File: src/hdl/assert_macros.svh
// Assertion macros shared by the RTL of the color converter.
`ifndef ASSERT_MACROS_SVH
`define ASSERT_MACROS_SVH

// Same-cycle implication, disabled while reset is asserted.
`define ASSERT_IMPLIES(lbl, clk_s, rst_ns, ante, cons) \
	lbl: assert property (@(posedge clk_s) disable iff (!rst_ns) (ante) |-> (cons)) \
		else $error("Same-cycle implication failed.");

// Next-cycle implication, disabled while reset is asserted.
`define ASSERT_NEXT(lbl, clk_s, rst_ns, ante, cons) \
	lbl: assert property (@(posedge clk_s) disable iff (!rst_ns) (ante) |=> (cons)) \
		else $error("Next-cycle implication failed.");

`endif

File: src/hdl/hsvrgb_pkg.sv
// Shared constants and types of the HSV to RGB converter.
package hsvrgb_pkg;

	// Field widths.
	localparam int HUE_W  = 16;
	localparam int CHAN_W = 8;
	localparam int PROD_W = 2 * CHAN_W;

	// Full scale of saturation and value.
	localparam logic [CHAN_W-1:0] CHAN_FULL = 8'd255;

	// One full unit of the 16-bit hue fraction.
	localparam logic [HUE_W:0] FRAC_ONE = 17'h10000;

	// 255 * 65536, the common denominator of the blended channels.
	localparam logic [23:0] DEN_FRAC = 24'd16711680;

	// Hue sector codes.
	typedef enum logic [2:0] {
		SECT_RED_YEL = 3'd0,
		SECT_YEL_GRN = 3'd1,
		SECT_GRN_CYN = 3'd2,
		SECT_CYN_BLU = 3'd3,
		SECT_BLU_MAG = 3'd4,
		SECT_MAG_RED = 3'd5
	} sector_t;

endpackage

File: src/hdl/hsvrgb_div255.sv
// Two-step division of a 16-bit value by 255 (reciprocal estimate, then correction).
module hsvrgb_div255 import hsvrgb_pkg::*; (
	input  logic              clk,
	input  logic              en,
	input  logic [PROD_W-1:0] dividend,
	output logic [CHAN_W-1:0] quotient
);

	logic [PROD_W+CHAN_W:0] scaled;
	logic [CHAN_W-1:0]      est_s4;
	logic [PROD_W-1:0]      dividend_s4;
	logic [PROD_W-1:0]      est_times;
	logic [PROD_W-1:0]      remainder;

	// Estimate x/255 as x*257/65536; it is exact or one too small.
	assign scaled = {1'b0, dividend, {CHAN_W{1'b0}}} + {{(CHAN_W+1){1'b0}}, dividend};

	always_ff @(posedge clk) begin
		if (en) begin
			est_s4      <= scaled[PROD_W+CHAN_W-1:PROD_W];
			dividend_s4 <= dividend;
		end
	end

	// Bump the estimate when the remainder reaches the divisor.
	always_comb begin
		est_times = {est_s4, {CHAN_W{1'b0}}} - {{CHAN_W{1'b0}}, est_s4};
		remainder = dividend_s4 - est_times;
		quotient  = est_s4 + CHAN_W'(remainder >= {{CHAN_W{1'b0}}, CHAN_FULL});
	end

endmodule

File: src/hdl/hsv_to_rgb_converter.sv
// Throughput: one pixel per cycle while the output is not stalled; the five register stages all advance together.
// A stalled output holds the whole pipeline, so no transaction is lost or repeated.
// Reset clears only the stage valid bits; the pixel data registers are not reset.
// Stages: hue*6, products with S, numerators with V, divide by 255, route by sector.
`include "assert_macros.svh"

module hsv_to_rgb_converter import hsvrgb_pkg::*; (
	input  logic              clk,
	input  logic              arst_n,
	input  logic              hsv_valid,
	output logic              hsv_stall,
	input  logic [HUE_W-1:0]  hue,
	input  logic [CHAN_W-1:0] saturation,
	input  logic [CHAN_W-1:0] value,
	output logic              rgb_valid,
	input  logic              rgb_stall,
	output logic [CHAN_W-1:0] red,
	output logic [CHAN_W-1:0] green,
	output logic [CHAN_W-1:0] blue
);

	logic              adv;
	logic              v_s1, v_s2, v_s3, v_s4, v_s5;
	logic [HUE_W+2:0]  hue6;
	logic [2:0]        sector_s1, sector_s2, sector_s3, sector_s4;
	logic [HUE_W-1:0]  frac_s1;
	logic [CHAN_W-1:0] sat_s1;
	logic [CHAN_W-1:0] val_s1, val_s2, val_s3, val_s4;
	logic [HUE_W:0]    frac_inv;
	logic [23:0]       sq_s2, st_s2;
	logic [PROD_W-1:0] np_s2;
	logic [31:0]       num_q, num_t;
	logic [PROD_W-1:0] xq_s3, xt_s3, xp_s3;
	logic [CHAN_W-1:0] pq, pt, pp;
	logic [CHAN_W-1:0] red_s5, green_s5, blue_s5;

	// The pipeline moves whenever the output register is free or being taken.
	assign adv       = !(v_s5 && rgb_stall);
	assign hsv_stall = !adv;

	// Valid bits travel with the data.
	always_ff @(posedge clk or negedge arst_n) begin
		if (!arst_n) begin
			v_s1 <= 1'b0;
			v_s2 <= 1'b0;
			v_s3 <= 1'b0;
			v_s4 <= 1'b0;
			v_s5 <= 1'b0;
		end else if (adv) begin
			v_s1 <= hsv_valid;
			v_s2 <= v_s1;
			v_s3 <= v_s2;
			v_s4 <= v_s3;
			v_s5 <= v_s4;
		end
	end

	// Stage 1: scale hue by six, split into sector and fraction.
	assign hue6 = {1'b0, hue, 2'b00} + {2'b00, hue, 1'b0};

	always_ff @(posedge clk) begin
		if (adv) begin
			sector_s1 <= hue6[HUE_W+2:HUE_W];
			frac_s1   <= hue6[HUE_W-1:0];
			sat_s1    <= saturation;
			val_s1    <= value;
		end
	end

	// Stage 2: saturation times the fraction and its complement, and V*(1-S).
	assign frac_inv = FRAC_ONE - {1'b0, frac_s1};

	always_ff @(posedge clk) begin
		if (adv) begin
			sq_s2     <= 24'({16'd0, sat_s1} * {8'd0, frac_s1});
			st_s2     <= 24'({17'd0, sat_s1} * {8'd0, frac_inv});
			np_s2     <= {{CHAN_W{1'b0}}, val_s1} * {{CHAN_W{1'b0}}, CHAN_FULL - sat_s1};
			sector_s2 <= sector_s1;
			val_s2    <= val_s1;
		end
	end

	// Stage 3: value times the blended numerators, keep the part above 2^16.
	assign num_q = {24'd0, val_s2} * {8'd0, DEN_FRAC - sq_s2};
	assign num_t = {24'd0, val_s2} * {8'd0, DEN_FRAC - st_s2};

	always_ff @(posedge clk) begin
		if (adv) begin
			xq_s3     <= num_q[31:16];
			xt_s3     <= num_t[31:16];
			xp_s3     <= np_s2;
			sector_s3 <= sector_s2;
			val_s3    <= val_s2;
		end
	end

	// Stage 4: divide each intermediate by 255.
	hsvrgb_div255 u_div_q (.clk(clk), .en(adv), .dividend(xq_s3), .quotient(pq));
	hsvrgb_div255 u_div_t (.clk(clk), .en(adv), .dividend(xt_s3), .quotient(pt));
	hsvrgb_div255 u_div_p (.clk(clk), .en(adv), .dividend(xp_s3), .quotient(pp));

	always_ff @(posedge clk) begin
		if (adv) begin
			sector_s4 <= sector_s3;
			val_s4    <= val_s3;
		end
	end

	// Stage 5: route the intermediates to the channels by sector.
	always_ff @(posedge clk) begin
		if (adv) begin
			unique case (sector_t'(sector_s4))
				SECT_RED_YEL: begin
					red_s5 <= val_s4; green_s5 <= pt;     blue_s5 <= pp;
				end
				SECT_YEL_GRN: begin
					red_s5 <= pq;     green_s5 <= val_s4; blue_s5 <= pp;
				end
				SECT_GRN_CYN: begin
					red_s5 <= pp;     green_s5 <= val_s4; blue_s5 <= pt;
				end
				SECT_CYN_BLU: begin
					red_s5 <= pp;     green_s5 <= pq;     blue_s5 <= val_s4;
				end
				SECT_BLU_MAG: begin
					red_s5 <= pt;     green_s5 <= pp;     blue_s5 <= val_s4;
				end
				default: begin
					red_s5 <= val_s4; green_s5 <= pp;     blue_s5 <= pq;
				end
			endcase
		end
	end

	assign rgb_valid = v_s5;
	assign red       = red_s5;
	assign green     = green_s5;
	assign blue      = blue_s5;

	// An accepted transaction always lands in stage 1.
	`ASSERT_NEXT(a_accept_fills_s1, clk, arst_n, hsv_valid && !hsv_stall, v_s1)
	// Input backpressure only comes from a held output.
	`ASSERT_IMPLIES(a_stall_cause, clk, arst_n, hsv_stall, rgb_valid && rgb_stall)
	// Hue times six never yields a sector beyond the last one.
	`ASSERT_IMPLIES(a_sector_range, clk, arst_n, v_s1, sector_s1 <= 3'(SECT_MAG_RED))

endmodule
File: config.mk
export PLATFORM = sky130hd
export DESIGN_NAME = hsv_to_rgb_converter
export DESIGN_NICKNAME = d
export VERILOG_FILES = /design/src/hdl/hsvrgb_pkg.sv /design/src/hdl/hsvrgb_div255.sv /design/src/hdl/hsv_to_rgb_converter.sv
export VERILOG_INCLUDE_DIRS = /design/src /design/src/hdl
export SDC_FILE = /design/constraint.sdc
export NUM_CORES = 2
export LEC_CHECK = 0
export ABC_AREA = 1
export CAP_MARGIN = 0
export CELL_PAD_IN_SITES_DETAIL_PLACEMENT = 0
export CELL_PAD_IN_SITES_GLOBAL_PLACEMENT = 2
export CORE_ASPECT_RATIO = 0.75
export CORE_UTILIZATION = 41
export CTS_CLUSTER_SIZE = 14
export DETAILED_ROUTE_END_ITERATION = 8
export DONT_BUFFER_PORTS = 1
export GPL_TIMING_DRIVEN = 0
export PLACE_DENSITY_LB_ADDON = 0.05
export SETUP_SLACK_MARGIN = 0.2
export SYNTH_ARGS = -nofsm -noshare
export SYNTH_HDL_FRONTEND = slang
export SYNTH_SLANG_ARGS = --single-unit
File: constraint.sdc
create_clock -name clk -period 9.6 [get_ports clk]
set_input_delay 0.96 -clock clk [delete_from_list [all_inputs] [get_ports clk]]
set_output_delay 0.96 -clock clk [all_outputs]
set_load 0.02 [all_outputs]
## Word level (Yosys, flattened, before mapping)

Index checks and enable logic that the tools add are counted.

- Register bits after elaboration: 281
- Bits of input ports: 36
- Output and inout bits: 26
- Logic and storage cells: 68

- Add/sub/neg operators: 17
- Multiply operators: 5
- Magnitude comparators: 3
- Eq/ne operators: 4
- Multiplexer cells: 3
- Reductions and logical operators: 6

Operators with widths:

| cell | number |
|---|---|
| $add A24 B16 Y24 | 3 |
| $pmux W8 S3 | 3 |
| $mul A8 B24 Y32 | 2 |
| $ge A16 B8 Y1 const B | 3 |
| $sub A16 B16 Y16 | 3 |
| $sub A16 B8 Y16 | 3 |
| $sub A24 B24 Y24 const A | 2 |
| $add A8 B1 Y8 | 3 |
| $mul A8 B16 Y24 | 1 |
| $mul A8 B17 Y24 | 1 |
| $add A18 B17 Y19 | 1 |
| $sub A17 B16 Y17 const A | 1 |
| $mul A8 B8 Y16 | 1 |
| $reduce_or A2 Y1 | 4 |
| $sub A8 B8 Y8 const A | 1 |
| $eq A3 B2 Y1 const B | 2 |
| $eq A3 B1 Y1 const B | 1 |
| $eq A3 B3 Y1 const B | 1 |
| $logic_not A3 Y1 | 1 |
| $logic_and A1 B1 Y1 | 1 |

## Depth between registers and ports, before layout

- Word-level depth: 5
- Mapped depth: 29
- Mapped depth without buffers: 29

## By module

From an unflattened synthesis, not the netlist that was laid out.

- Cell total of the unflattened synthesis: 4,835
- Area, all modules: 38,125.3 um^2

By module, submodules not included:

| module | instances | cells an instance | area an instance (um^2) | seq. area each (um^2) |
|---|---|---|---|---|
| hsv_to_rgb_converter | 1 | 3,842 | 30,708.2 | 6,130.9 |
| hsvrgb_div255 | 3 | 331 | 2,472.4 | 720.7 |

## Worst setup path after synthesis

Ideal clock, no wire load.

- Path kind: input to output
- From: input rgb_stall
- To: output hsv_stall
- Arrival: 8,178 ps
- Data required time: 8,640 ps
- Path slack: 462 ps
- Stages on the path: 2
- Path buffers: 0
- Path through: nand2_1 > inv_1

- Longest elaborated chain between the ends: 1

Ends and longest elaborated chain:

| what | line | text |
|---|---|---|
| start, declared | hsv_to_rgb_converter.sv:16 | `input logic rgb_stall,` |
| $logic_and A1 B1 Y1 | hsv_to_rgb_converter.sv:38 | `assign adv = !(v_s5 && rgb_stall);` |
| end, declared | hsv_to_rgb_converter.sv:11 | `output logic hsv_stall,` |

Every way passes these cells.

## Worst setup path after layout

- From: register val_s2[2]
- To: register xq_s3[3] (data pin)

- Longest elaborated chain between the ends: 1

Ends and longest elaborated chain:

| what | line | text |
|---|---|---|
| start, declared | hsv_to_rgb_converter.sv:28 | `logic [CHAN_W-1:0] val_s1, val_s2, val_s3, val_s4;` |
| start signal, assigned | hsv_to_rgb_converter.sv:79 | `val_s2 <= val_s1;` |
| $mul A8 B24 Y32 | hsv_to_rgb_converter.sv:84 | `assign num_q = {24'd0, val_s2} * {8'd0, DEN_FRAC - sq_s2};` |
| net num_q[19] | hsv_to_rgb_converter.sv:32 | `logic [31:0] num_q, num_t;` |
| end signal, assigned | hsv_to_rgb_converter.sv:89 | `xq_s3 <= num_q[31:16];` |
| end, declared | hsv_to_rgb_converter.sv:33 | `logic [PROD_W-1:0] xq_s3, xt_s3, xp_s3;` |

The timed path passes the listed nets, and every way through them passes these cells.
A chain may end at the register's enable or synchronous reset.

==> flow_summary_export.csv <==
group,metric,value,unit
placement,numPortBuffers,0,
final_layout,utilization,44.6,%
clock_network,post-cts-setup-buffers,0,
synthesis,synth_cell_types,57,
clock_network,holdBufCountCts,0,
global_route,grt_max_degree,68,
clock_network,cts_resized,0,
worst_setup_path,crit_path_start_kind,"register",
floorplanning,initial_core_util,41.5,%
floorplanning,ios,62,
final_layout,multi_input_area,0.0250,mm^2
timing,slew_headroom,11.7,%
worst_setup_path,crit_fanout,10,
timing,rsz0062_at_grt,"false",
synthesis,ys_ff_latch,277,
worst_setup_path,crit_required,9910,ps
floorplanning,die_h,263,um
global_route,grt_pass1_wl,171,mm
synthesis,synth_top_area_cell,"fa_1",
detailed_routing,first_pass_iters,5,
detailed_routing,drt_iter0_drc,1846,
synthesis,synth_common_cells,"nand2_1, inv_1, nor2_1",
worst_hold_path,hp-class,"input pin to asynchronous set/reset pin",
synthesis,netlist_top_cells_area,"fa_1, edfxtp_1, ha_1",
worst_setup_path,r2r-end,"xq_s3[3]",
final_layout,nNetsFinal,5555,
detailed_routing,drc,0,
clock_network,cts_tree,"built",
detailed_routing,num_vias,29200,
worst_setup_path,crit_start,"val_s2[2]",
worst_setup_path,rrSetupSlack,3060,ps
worst_setup_path,arrival,6860,ps
global_route,antenna_found_initial,6,
worst_setup_path,crit_path_end_kind,"register",
final_layout,regArea,0.00829,mm^2
timing,fin_crit,6540,ps
final_layout,area_growth_syn_to_layout,7.50,%
synthesis,synth_flop_cell,"edfxtp_1",
synthesis,yosysSeqAreaShare,22.2,%
synthesis,syn_nets,5514,
clock_network,cts_buffers,35,
timing,hold_viol,0,
synthesis,yosysWarnings,0,
detailed_routing,via_per_inst,4.91,
final_layout,fill_cells,9278,
worst_setup_path,worstSetupPathType,"register to register",
clock_network,cts_root_buffer,"clkbuf_16",
synthesis,async_flop_share,1.81,%
timing,setup_violations,0,
global_route,overflow,0,
clock_network,clkTransAtPathRegs,60,ps
clock_network,cts_htree_levels,2,
placement,place.gp.congestion,0.874,
synthesis,synthCells,4679,
outcome,status,"complete, no violations",
timing,max_slew.worst_pin.slew,1320,ps
global_route,grt_usage,23.8,%
placement,placed_cells,5895,
detailed_routing,drtAntennaViolNets,0,
timing,fmax,0.153,GHz
timing,drv_slew,0,
flow_run,max_cap_viol_count,0,
clock_network,clk_path_buf_depth,3,
final_layout,fin_cells,5961,
clock_network,clock_latency,570,ps
detailed_routing,wl_per_cell,17.9,um
worst_setup_path,reg2reg_depth,20,
placement,post_dp_cell_area,0.0389,mm^2
placement,hpwlAfterDp,90.0,mm
synthesis,synth_area,0.0373,mm^2
floorplanning,core_area,0.0899,mm^2
timing,fin_hold_ws,92.2,ps
final_layout,drive_above_1_share,2.63,%
floorplanning,die_w,350,um
timing,clock_skew,29.7,ps
synthesis,yosysMostFrequentCell,"nand2_1",
worst_setup_path,crit_path_end,"xq_s3[3]",
floorplanning,row_count,95,
synthesis,synth_top_area_share,24.1,%
floorplanning,die_area,0.0921,mm^2
worst_setup_path,r2r_start,"val_s2[2]",
clock_network,cts_sinks,277,
synthesis,synth_edf_count,272,
global_route,grt_pass1_vias,29900,
detailed_routing,totalWireLength,107,mm
final_layout,final_cell_area,0.0401,mm^2
synthesis,avgSynthCellArea,7.97,um^2
timing,period_share,68.2,%
cells by family after synthesis:
group	Yosys count	synth area share (%)
AND/OR/NAND/NOR	2045	22.4
buffers and inverters	1063	10.8
adder cells (fa/ha/maj)	799	35.8
AO/OA/AOI/OAI	372	5.59
flip-flops	277	22.2
XOR/XNOR	123	3.09
stage by stage:
stage               setup WS, ps  setup TNS, ps
floorplan                    462              0
global placement           -2630        -292460
detailed placement          3100              0
CTS                         3080              0
global route                2540              0
finish                      3060              0
layout make-up:
| cell class | count | area share (%) |
|---|---|---|
| Multi-Input combinational cell | 3339 | 62.3 |
| Timing Repair Buffer | 4 | 0.275 |
| Antenna cell | 2 | 0.0125 |
| Tap cell | 1212 | 3.78 |
| Inverter | 985 | 9.23 |
| Sequential cell | 277 | 20.7 |
| Clock buffer | 40 | 2.23 |
| Buffer | 78 | 0.812 |
| Clock inverter | 24 | 0.656 |
registers in the layout, indices dropped and copies added (netlist names), 15 cells and up:
signal	flops
frac_s1	15
xq_s3	16
u_div_t.dividend_s4	16
xt_s3	16
np_s2	16
u_div_q.dividend_s4	16
u_div_p.dividend_s4	16
sq_s2	23
st_s2	22
xp_s3	16
worst min-delay path by stage:
stage / to / from / cells past startpoint
6_report: v_s3 / arst_n / 0
5_1_grt: v_s1 / arst_n / 0
4_1_cts: v_s1 / arst_n / 0
3_5_place_dp: xp_s3[12] / np_s2[12] / 0
3_3_place_gp: xp_s3[6] / np_s2[6] / 0
2_1_floorplan: sector_s2[0] / sector_s1[0] / 0
cells in the final DEF (no fill, tap or decap), types with 6 or more instances in the layout:
master,Yosys,routed
or2_2,13,13
fa_1,448,448
nor2_1,672,672
nand3_1,202,202
edfxtp_1,272,272
o22ai_1,11,11
clkbuf_1,68,73
a21oi_1,178,178
clkbuf_16,0,35
o21bai_1,10,10
o21ai_1,6,6
nand2_1,1014,1013
nor3_1,49,49
o2111ai_1,8,8
xnor2_2,6,6
inv_1,972,972
nand3b_1,14,14
a21o_1,23,23
inv_2,9,9
xor2_1,68,68
ha_1,351,351
nand4_1,41,41
a31oi_1,7,7
xnor2_1,45,45
and2_1,6,6
clkinv_1,4,9
a21boi_0,6,6
o21ai_0,101,101
critical path, stage by stage, from the launching register on:
cell and delay, ps:
edfxtp_1 340, clkbuf_1 720, clkinv_1 650, clkbuf_1 490, nor2_1 280, fa_1 450, fa_1 500, fa_1 490
inv_1 50, fa_1 480, inv_1 80, ha_1 320, a21oi_1 270, a21boi_0 550, o21ai_0 240, inv_1 90
nand2_1 70, nand2_1 80, nand2_1 50, nand2_1 60, nand2_1 40
layer usage:
layer | vias up | wire length [um] | part of all wire [%] | global-route usage [%]
li1 | 14600 | - | - | -
met3 | 80 | 6410 | 6.0 | 4.59
met4 | 4 | 1310 | 1.2 | 3.39
met5 | - | 20 | 0.019 | 0
met1 | 13900 | 55500 | 52 | 36.9
met2 | 613 | 43500 | 41 | 34.8
Power is left out: the tool's default activity adds up to more than one toggle a clock period on the data nets, which glitch-free logic cannot reach.
